--- src/hdl/sfsa_pkg.sv ---
package sfsa_pkg;

    localparam int ADDR_W = 48;
    localparam int LEN_W  = 49;
    localparam int SLAB_W = 33;

    localparam logic [1:0] ACT_ALLOC   = 2'd0;
    localparam logic [1:0] ACT_FREE    = 2'd1;
    localparam logic [1:0] ACT_RESERVE = 2'd2;

    localparam logic [2:0] STS_OK         = 3'd0;
    localparam logic [2:0] STS_NO_SPACE   = 3'd1;
    localparam logic [2:0] STS_NOT_FREE   = 3'd2;
    localparam logic [2:0] STS_TABLE_FULL = 3'd3;
    localparam logic [2:0] STS_OVERLAP    = 3'd4;

    localparam logic [1:0] CFG_REGION_START = 2'd0;
    localparam logic [1:0] CFG_REGION_SIZE  = 2'd1;
    localparam logic [1:0] CFG_SLAB_SIZE    = 2'd2;

    localparam logic [SLAB_W-1:0] SLAB_RESET = 33'd4096;

    typedef enum logic [1:0] {
        ST_IDLE,
        ST_CMP,
        ST_DECIDE,
        ST_UPDATE
    } state_t;

    typedef enum logic [3:0] {
        CMD_NONE,
        CMD_SHRINK_FIRST,
        CMD_DROP_FIRST,
        CMD_SHRINK_HOLD,
        CMD_DROP_HOLD,
        CMD_TRIM_HOLD,
        CMD_SPLIT,
        CMD_GROW_PREV,
        CMD_MERGE_BOTH,
        CMD_MERGE_NEXT,
        CMD_INSERT
    } cmd_t;

    typedef struct packed {
        logic accept;
        logic commit;
        cmd_t cmd;
    } dp_cmd_t;

    typedef struct packed {
        logic busy_rebuild;
        logic any_fit;
        logic first_exact;
        logic any_hold;
        logic hold_head;
        logic hold_tail;
        logic prev_over;
        logic prev_meet;
        logic next_over;
        logic next_meet;
        logic end_over;
        logic full;
    } dp_status_t;

endpackage

--- src/hdl/sfsa_ctrl.sv ---
module sfsa_ctrl (
    input  logic                 clk,
    input  logic                 rst_n,
    input  logic                 in_valid,
    output logic                 in_ready,
    input  logic [1:0]           in_action,
    output logic                 out_valid,
    input  logic                 out_ready,
    output logic [2:0]           out_status,
    output sfsa_pkg::dp_cmd_t    ctl,
    input  sfsa_pkg::dp_status_t sts
);

    sfsa_pkg::state_t state_reg, state_next;
    sfsa_pkg::cmd_t   cmd_reg, cmd_next;
    logic [1:0]       action_reg;
    logic [2:0]       res_reg, res_next;
    logic             out_valid_reg, out_valid_next;
    logic [2:0]       out_status_reg;
    logic             accept, commit;

    always_ff @(posedge clk or negedge rst_n)
    begin
        if (!rst_n)
        begin
            state_reg     <= sfsa_pkg::ST_IDLE;
            out_valid_reg <= 1'b0;
            cmd_reg       <= sfsa_pkg::CMD_NONE;
        end
        else
        begin
            state_reg     <= state_next;
            out_valid_reg <= out_valid_next;
            cmd_reg       <= cmd_next;
        end
    end

    always_ff @(posedge clk)
    begin
        if (accept)
        begin
            action_reg <= in_action;
        end
        res_reg <= res_next;
        if (commit)
        begin
            out_status_reg <= res_reg;
        end
    end

    always_comb
    begin
        state_next     = state_reg;
        cmd_next       = cmd_reg;
        res_next       = res_reg;
        in_ready       = 1'b0;
        accept         = 1'b0;
        commit         = 1'b0;
        out_valid_next = out_valid_reg && !out_ready;
        case (state_reg)
            sfsa_pkg::ST_IDLE:
            begin
                in_ready = !sts.busy_rebuild;
                accept   = in_valid && !sts.busy_rebuild;
                if (accept)
                begin
                    state_next = sfsa_pkg::ST_CMP;
                end
            end
            sfsa_pkg::ST_CMP:
            begin
                state_next = sfsa_pkg::ST_DECIDE;
            end
            sfsa_pkg::ST_DECIDE:
            begin
                state_next = sfsa_pkg::ST_UPDATE;
                cmd_next   = sfsa_pkg::CMD_NONE;
                res_next   = sfsa_pkg::STS_OK;
                case (action_reg)
                    sfsa_pkg::ACT_ALLOC:
                    begin
                        if (!sts.any_fit)
                            res_next = sfsa_pkg::STS_NO_SPACE;
                        else if (sts.first_exact)
                            cmd_next = sfsa_pkg::CMD_DROP_FIRST;
                        else
                            cmd_next = sfsa_pkg::CMD_SHRINK_FIRST;
                    end
                    sfsa_pkg::ACT_FREE:
                    begin
                        if (sts.end_over || sts.next_over || sts.prev_over)
                            res_next = sfsa_pkg::STS_OVERLAP;
                        else if (sts.prev_meet && sts.next_meet)
                            cmd_next = sfsa_pkg::CMD_MERGE_BOTH;
                        else if (sts.prev_meet)
                            cmd_next = sfsa_pkg::CMD_GROW_PREV;
                        else if (sts.next_meet)
                            cmd_next = sfsa_pkg::CMD_MERGE_NEXT;
                        else if (sts.full)
                            res_next = sfsa_pkg::STS_TABLE_FULL;
                        else
                            cmd_next = sfsa_pkg::CMD_INSERT;
                    end
                    sfsa_pkg::ACT_RESERVE:
                    begin
                        if (!sts.any_hold)
                            res_next = sfsa_pkg::STS_NOT_FREE;
                        else if (sts.hold_head && sts.hold_tail)
                            cmd_next = sfsa_pkg::CMD_DROP_HOLD;
                        else if (sts.hold_head)
                            cmd_next = sfsa_pkg::CMD_SHRINK_HOLD;
                        else if (sts.hold_tail)
                            cmd_next = sfsa_pkg::CMD_TRIM_HOLD;
                        else if (sts.full)
                            res_next = sfsa_pkg::STS_TABLE_FULL;
                        else
                            cmd_next = sfsa_pkg::CMD_SPLIT;
                    end
                    default:
                    begin
                        res_next = sfsa_pkg::STS_NO_SPACE;
                    end
                endcase
            end
            sfsa_pkg::ST_UPDATE:
            begin
                if (!out_valid_reg || out_ready)
                begin
                    commit         = 1'b1;
                    out_valid_next = 1'b1;
                    state_next     = sfsa_pkg::ST_IDLE;
                end
            end
            default:
            begin
                state_next = sfsa_pkg::ST_IDLE;
            end
        endcase
    end

    assign out_valid  = out_valid_reg;
    assign out_status = out_status_reg;
    assign ctl.accept = accept;
    assign ctl.commit = commit;
    assign ctl.cmd    = cmd_reg;

endmodule

--- config.mk ---
export PLATFORM = sky130hd
export DESIGN_NAME = sfsa_ctrl
export DESIGN_NICKNAME = d
export VERILOG_FILES = /design/src/hdl/sfsa_pkg.sv /design/src/hdl/sfsa_ctrl.sv
export SDC_FILE = /design/constraint.sdc
export NUM_CORES = 1
export LEC_CHECK = 0
export ABC_AREA = 1
export BUFFER_PORTS_ARGS = -buffer_cell sky130_fd_sc_hd__buf_2
export CORE_ASPECT_RATIO = 1.25
export CORE_MARGIN = 2
export CORE_UTILIZATION = 48
export DETAILED_ROUTE_END_ITERATION = 10
export GPL_TIMING_DRIVEN = 0
export MAX_ROUTING_LAYER = met4
export PLACE_DENSITY = 0.77
export SYNTH_ARGS = -nofsm -noshare
export SYNTH_HDL_FRONTEND = slang
export SYNTH_SLANG_ARGS = --single-unit
--- constraint.sdc ---
create_clock -name clk -period 2.1 [get_ports clk]
set_clock_uncertainty 0.2 [all_clocks]
set_input_delay 0.21 -clock clk [delete_from_list [all_inputs] [get_ports clk]]
set_output_delay 0.21 -clock clk [all_outputs]
set_load 0.005 [all_outputs]
==> results of run 1 <==
-- layout by cell type (no fill, tap or decap), drive strengths merged --
cell type and instances:
ha 7, nand3 5, o21ai 6, nor2 15
a21oi 4, buf 30, clkinv 1, dlygate4sd3 4
nor3 2, edfxtp 8, dfrtp 7, clkbuf 3
inv 18, nand4 1, nand2 31
-- worst max path at each step --
stage	startpoint	slack [ns]	to	cells past startpoint
after CTS	state_reg[0]	0.09	ctl[5]	6
final	state_reg[0]	0.23	ctl[5]	6
after detailed placement	state_reg[0]	0.41	ctl[5]	6
after global placement	state_reg[0]	0.43	ctl[5]	6
after global routing	state_reg[1]	0.09	ctl[5]	6
after floorplan	state_reg[0]	0.61	ctl[5]	5
-- cells in the mapped netlist --
cell type | count | area share [%]
edfxtp_1 | 8 | 28
dfrtp_1 | 7 | 20
nand2_2 | 1 | 0.73
buf_4 | 2 | 1.7
nor2_4 | 1 | 1.3
nor3_1 | 2 | 1.2
nor2_1 | 14 | 6.1
a21oi_1 | 4 | 2.3
nand2_1 | 30 | 13
nand4_1 | 1 | 0.73
ha_1 | 7 | 10
o21ai_0 | 4 | 2.3
o21ai_1 | 2 | 1.2
inv_2 | 1 | 0.44
inv_1 | 17 | 7.4
nand3_1 | 5 | 2.9
-- per-stage QoR --
step	utilization [%]	cell area, um^2	hold slack [ns]	setup WS [ns]
2_1_floorplan	-	859.6	-0.2856	0.6071
3_3_place_gp	59.40	1023	-0.1533	0.4257
3_5_place_dp	59.40	1023	-0.1432	0.4086
4_1_cts	63.33	1091	0.05780	0.08832
5_1_grt	63.62	1096	0.05171	0.09469
6_report	63.62	1096	0.05551	0.2260
-- power by group --
part / switching (mW) / internal (mW) / leakage, nW
registers: 0.0481 / 0.429 / 0.166
logic: 0.212 / 0.156 / 0.429
clock network: 0.0921 / 0.0707 / 0.0177
total: 0.352 / 0.656 / 0.613
-- timing repair --
action	in CTS	in global routing
endpoints found under the setup margin	0	1
gates resized for setup	0	1
hold buffers	4	0
hold endpoints to repair	10	0
-- worst max-delay path: stages (launching register included) --
cell and delay, ns:
dfrtp_1 0.41, inv_1 0.11, ha_1 0.17, inv_1 0.06, nor3_2 0.19, buf_4 0.15
buf_2 0.09
-- final cells by class --
type,count,area share (%)
flip-flops and latches,15,37.90
clock buffers,3,2.055
plain buffers,2,1.370
repair buffers,32,16.44
multi-input cells,71,33.45
inverters,18,6.164
well taps,19,2.169
clock inverters,1,0.4566
-- routing by layer --
layer	share of wire [%]	vias to the layer above
met1	43	340
met3	5.0	0
met2	52	24
met4	0	0
li1	-	404
met5	0	-
-- logic make-up after synthesis --
group | after synthesis
AND/OR/NAND/NOR | 54
buffers and inverters | 20
flip-flops | 15
AO/OA/AOI/OAI | 10
adder cells (fa/ha/maj) | 7
==> results_dict.tcl, run 1 <==
set metrics [dict create \
    numCtsBuffers 3 \
    muxShareOfSynthArea_pct 0 \
    post_cts_buffers 0 \
    fillers 164 \
    p_leak_nw 0.6127 \
    critPathCaptureType "output pin" \
    tightestPinTransition_ns 0.3775 \
    clkSlewWorstSetupHoldPaths_ns 0.08 \
    synth_top_family_by_area "simple AND/OR/NAND/NOR gates" \
    initial_core_util_pct 49.89 \
    numPlacedInstances 153 \
    cts-htree-levels 1 \
    gr-total-overflow 0 \
    via_per_inst 4.770 \
    final_antenna_net_count 0 \
    drtIter0Drc 7 \
    syn_to_final_growth_pct 27.51 \
    worstHoldStart "sts[11]" \
    crit_type "flop to output pin" \
    ys_ff_latch 15 \
    layout-drive-gt1-share_pct 26.76 \
    vdd_drop_max_uv 799.4 \
    timing.final.crit_share_pct 89.24 \
    diodes 0 \
    tritoncts "yes" \
    grt-busiest-layer "met2" \
    r2r_setup_slack_ns 0.65 \
    die_h_um 51.32 \
    grt_pass1_vias 749 \
    hold-path-cell-count 2 \
    reg2reg_from "state_reg[0]" \
    synth_area_um2 859.6 \
    die_area_um2 2148 \
    finalCriticalPeriod_ns 1.874 \
    avgSynthCellArea_um2 8.109 \
    grt_pass1_wl_mm 2.794 \
    cts_sinks 15 \
    grt_max_degree 10 \
    drc 0 \
    r2r_end "action_reg[1]" \
    cap_violations 0 \
    startpoint_type "flop" \
    grt_use_met3_pct 5.300 \
    synth_cell_types 16 \
    yosysSeqAreaShare_pct 48.33 \
    drv_slew 0 \
    gr-usage-met2_pct 32.81 \
    yosys_warnings 0 \
    critical_path_required_ns 1.69 \
    max_freq_mhz 533.6 \
    largest_reg_flops 4 \
    outcome "complete, no violations" \
    slew_headroom_pct 74.83 \
    synthesis.nets 131 \
    drt-total-wl_mm 1.635 \
    synth_adder_area_share_pct 10.19 \
    rows 17 \
    finalHoldViolCount 0 \
    regArea_um2 415.4 \
    nets 168 \
    fp.dieW_um 41.85 \
    synth_xor_area_share_pct 0 \
    ios 29 \
    port_buffers 28 \
    path_max_fanout 3 \
    core-area_um2 1723 \
    hpwl_mm 1.271 \
    dr.pass1.iters 4 \
    finalNonFillerCells 161 \
    synthSimpleGateAreaFrac_pct 26.06 \
    clock_path_buffers 2 \
    power_mw 1.008 \
    final-setup-viol-count 0 \
    hold_path.class "primary input to flop" \
    routabilityCongestion 0.8538 \
    power.density_nw_per_um2 919.6 \
    post_drt_wl_per_cell_um 10.16 \
    synthCells 106 \
    hold_end "action_reg[0]" \
    clkLatencyLatePin_ns 0.28 \
    grt_usage_pct 17.82 \
    rsz0062_at_grt "false" \
    met1_usage_pct 18.26 \
    cp_data_arrival_time_ns 1.46 \
    synth_compound_area_share_pct 5.822 \
    antenna_found_initial 0 \
    reg2reg_depth 4 \
    multi_input_area_um2 366.6 \
    finalSetupTns_ns 0 \
    vias 768 \
    clockRootBuffer "clkbuf_4" \
]
Note: power is estimated with default switching activity, not from simulation.
==> run 2: changes to the inputs <==
clock period = 1.8 ns   (was 2.1 ns; I/O delays follow)
==> run 2 against run 1 <==
  * Flip-flop and latch count is the same
  * Routed wire length grew 5.0%
  * Sequential power increased by 19%
  * Total power increased by 27%
  * Global-route usage is 0.077 points lower
  * Largest cell class unchanged
  * Core utilization is 2.6 points higher
  * Hold slack lost 0.033 ns
  * First-iteration DRC count increased by 130%
  * Die area unchanged
  * Combinational power increased by 40%
  * Largest power group unchanged
  * Final cell count increased by 1.2%
  * Setup slack got worse by 0.16 ns
==> results_dict.tcl, run 2 (synthesized netlist as in run 1, its figures left out) <==
set metrics [dict create \
    outcome "complete, no violations" \
    syn_to_final_growth_pct 32.75 \
    crit_type "flop to output pin" \
    drt-total-wl_mm 1.717 \
    finalHoldViolCount 0 \
    fillers 152 \
    final-setup-viol-count 0 \
    layout-drive-gt1-share_pct 31.25 \
    final_common_cell "nand2_1" \
    tritoncts "yes" \
    timing.final.crit_share_pct 96.22 \
    critical_path_required_ns 1.42 \
    via_per_inst 4.865 \
    slowest_delay_ns 0.43 \
    clkSlewWorstSetupHoldPaths_ns 0.09 \
    routabilityCongestion 0.8538 \
    nets 170 \
    cts-htree-levels 1 \
    most-common-layout-cells "nand2_1 (30), buf_2 (28), nor2_1 (14), inv_1 (14), edfxtp_1 (8)" \
    drc 0 \
    grt_pass1_vias 739 \
    clock_path_buffers 2 \
    largest_reg_flops 4 \
    power.density_nw_per_um2 1121 \
    port_buffers 28 \
    path_cells "inv_2, ha_4, inv_2, nor3_4, buf_2" \
    max_freq_mhz 577.4 \
    numCtsBuffers 3 \
    die_h_um 51.32 \
    grt_max_degree 10 \
    cp_data_arrival_time_ns 1.35 \
    slowest_stage "dfrtp_1" \
    fp.dieW_um 41.85 \
    finalInstanceArea_um2 1141 \
    clockRootBuffer "clkbuf_4" \
    hold_path.class "primary input to flop" \
    core-area_um2 1723 \
    grt_usage_pct 17.74 \
    cap_violations 0 \
    numPlacedInstances 153 \
    slew_headroom_pct 78.50 \
    diodes 0 \
    crit_family "flip-flops" \
    hpwl_mm 1.271 \
    final_antenna_net_count 0 \
    tightestPinTransition_ns 0.3226 \
    finalNonFillerCells 163 \
    antenna_found_initial 0 \
    vdd_drop_max_uv 1039 \
    die_area_um2 2148 \
    rows 17 \
    startpoint_type "flop" \
    ios 29 \
    gr-total-overflow 0 \
    grt_pass1_wl_mm 2.780 \
    finalCriticalPeriod_ns 1.732 \
    dr.pass1.iters 4 \
    postPlaceCellArea_um2 1023 \
    vias 793 \
    clkLatencyLatePin_ns 0.28 \
    cts_sinks 15 \
    path_max_fanout 3 \
    drv_slew 0 \
    initial_core_util_pct 49.89 \
    p_leak_nw 0.6238 \
    critPathCaptureType "output pin" \
    whs_ns 0.02239 \
    crit_path_frequent_cell "inv_2" \
    drtIter0Drc 16 \
    post_drt_wl_per_cell_um 10.53 \
    critPathBufInv 3 \
]
-- run 2: area by class of cell --
cell class	count	area, um^2	share of cell area [%]
clock buffer	3	22.52	1.974
buffer	1	7.507	0.6579
timing repair buffer	35	202.7	17.76
clock inverter	1	5.005	0.4386
tap	19	23.77	2.083
multi-input combinational	71	396.6	34.76
sequential	15	415.4	36.40
inverter	18	67.56	5.921
-- run 2: repair_timing --
item / 4_1_cts / 5_1_grt
pin swaps: 0 / 1
setup endpoints to repair: 2 / 2
resized for setup: 3 / 6
hold endpoints to repair: 10 / 0
setup buffers: 0 / 3
hold buffers: 4 / 0
-- run 2: report_power, final --
group | total [mW] | internal (mW) | switching, mW | leakage [nW]
logic | 0.516 | 0.234 | 0.282 | 0.440
clock network | 0.194 | 0.0825 | 0.111 | 0.0177
registers | 0.570 | 0.500 | 0.0696 | 0.166
-- run 2: layer usage --
metal  GRT usage, %  share of wire, %  up-vias
met5              -                 0        -
met3          5.300               4.7        2
met1          18.26                42      359
met4          4.839               1.4        0
li1               -                 -      406
met2          32.55                51       26
-- run 2: worst paths after layout --
check | cells after the start | end | from | slack [ns]
setup / recovery | 5 | ctl[5] | state_reg[0] | 0.07
hold / removal | 2 | action_reg[1] | sts[11] | 0.02
setup reg to reg | 6 | cmd_reg[0] | state_reg[0] | 0.22
hold reg to reg | 0 | out_status[1] | res_reg[1] | 0.23
max in group asynchronous | 2 | state_reg[1] | rst_n | 1.18
min in group asynchronous | 2 | out_valid | rst_n | 0.05
-- run 2: metrics by stage --
stage / worst slack (ns) / util (%) / TNS [ns] / total power, mW
6_report: 0.06801 / 66.23 / 0 / 1.280
5_1_grt: -0.003019 / 66.23 / -0.003019 / 1.384
4_1_cts: -0.02634 / 64.20 / -0.02634 / 1.207
3_5_place_dp: 0.1386 / 59.40 / 0 / 0.9865
3_3_place_gp: 0.1557 / 59.40 / 0 / 0.9625
2_1_floorplan: 0.3371 / - / 0 / 0.8241
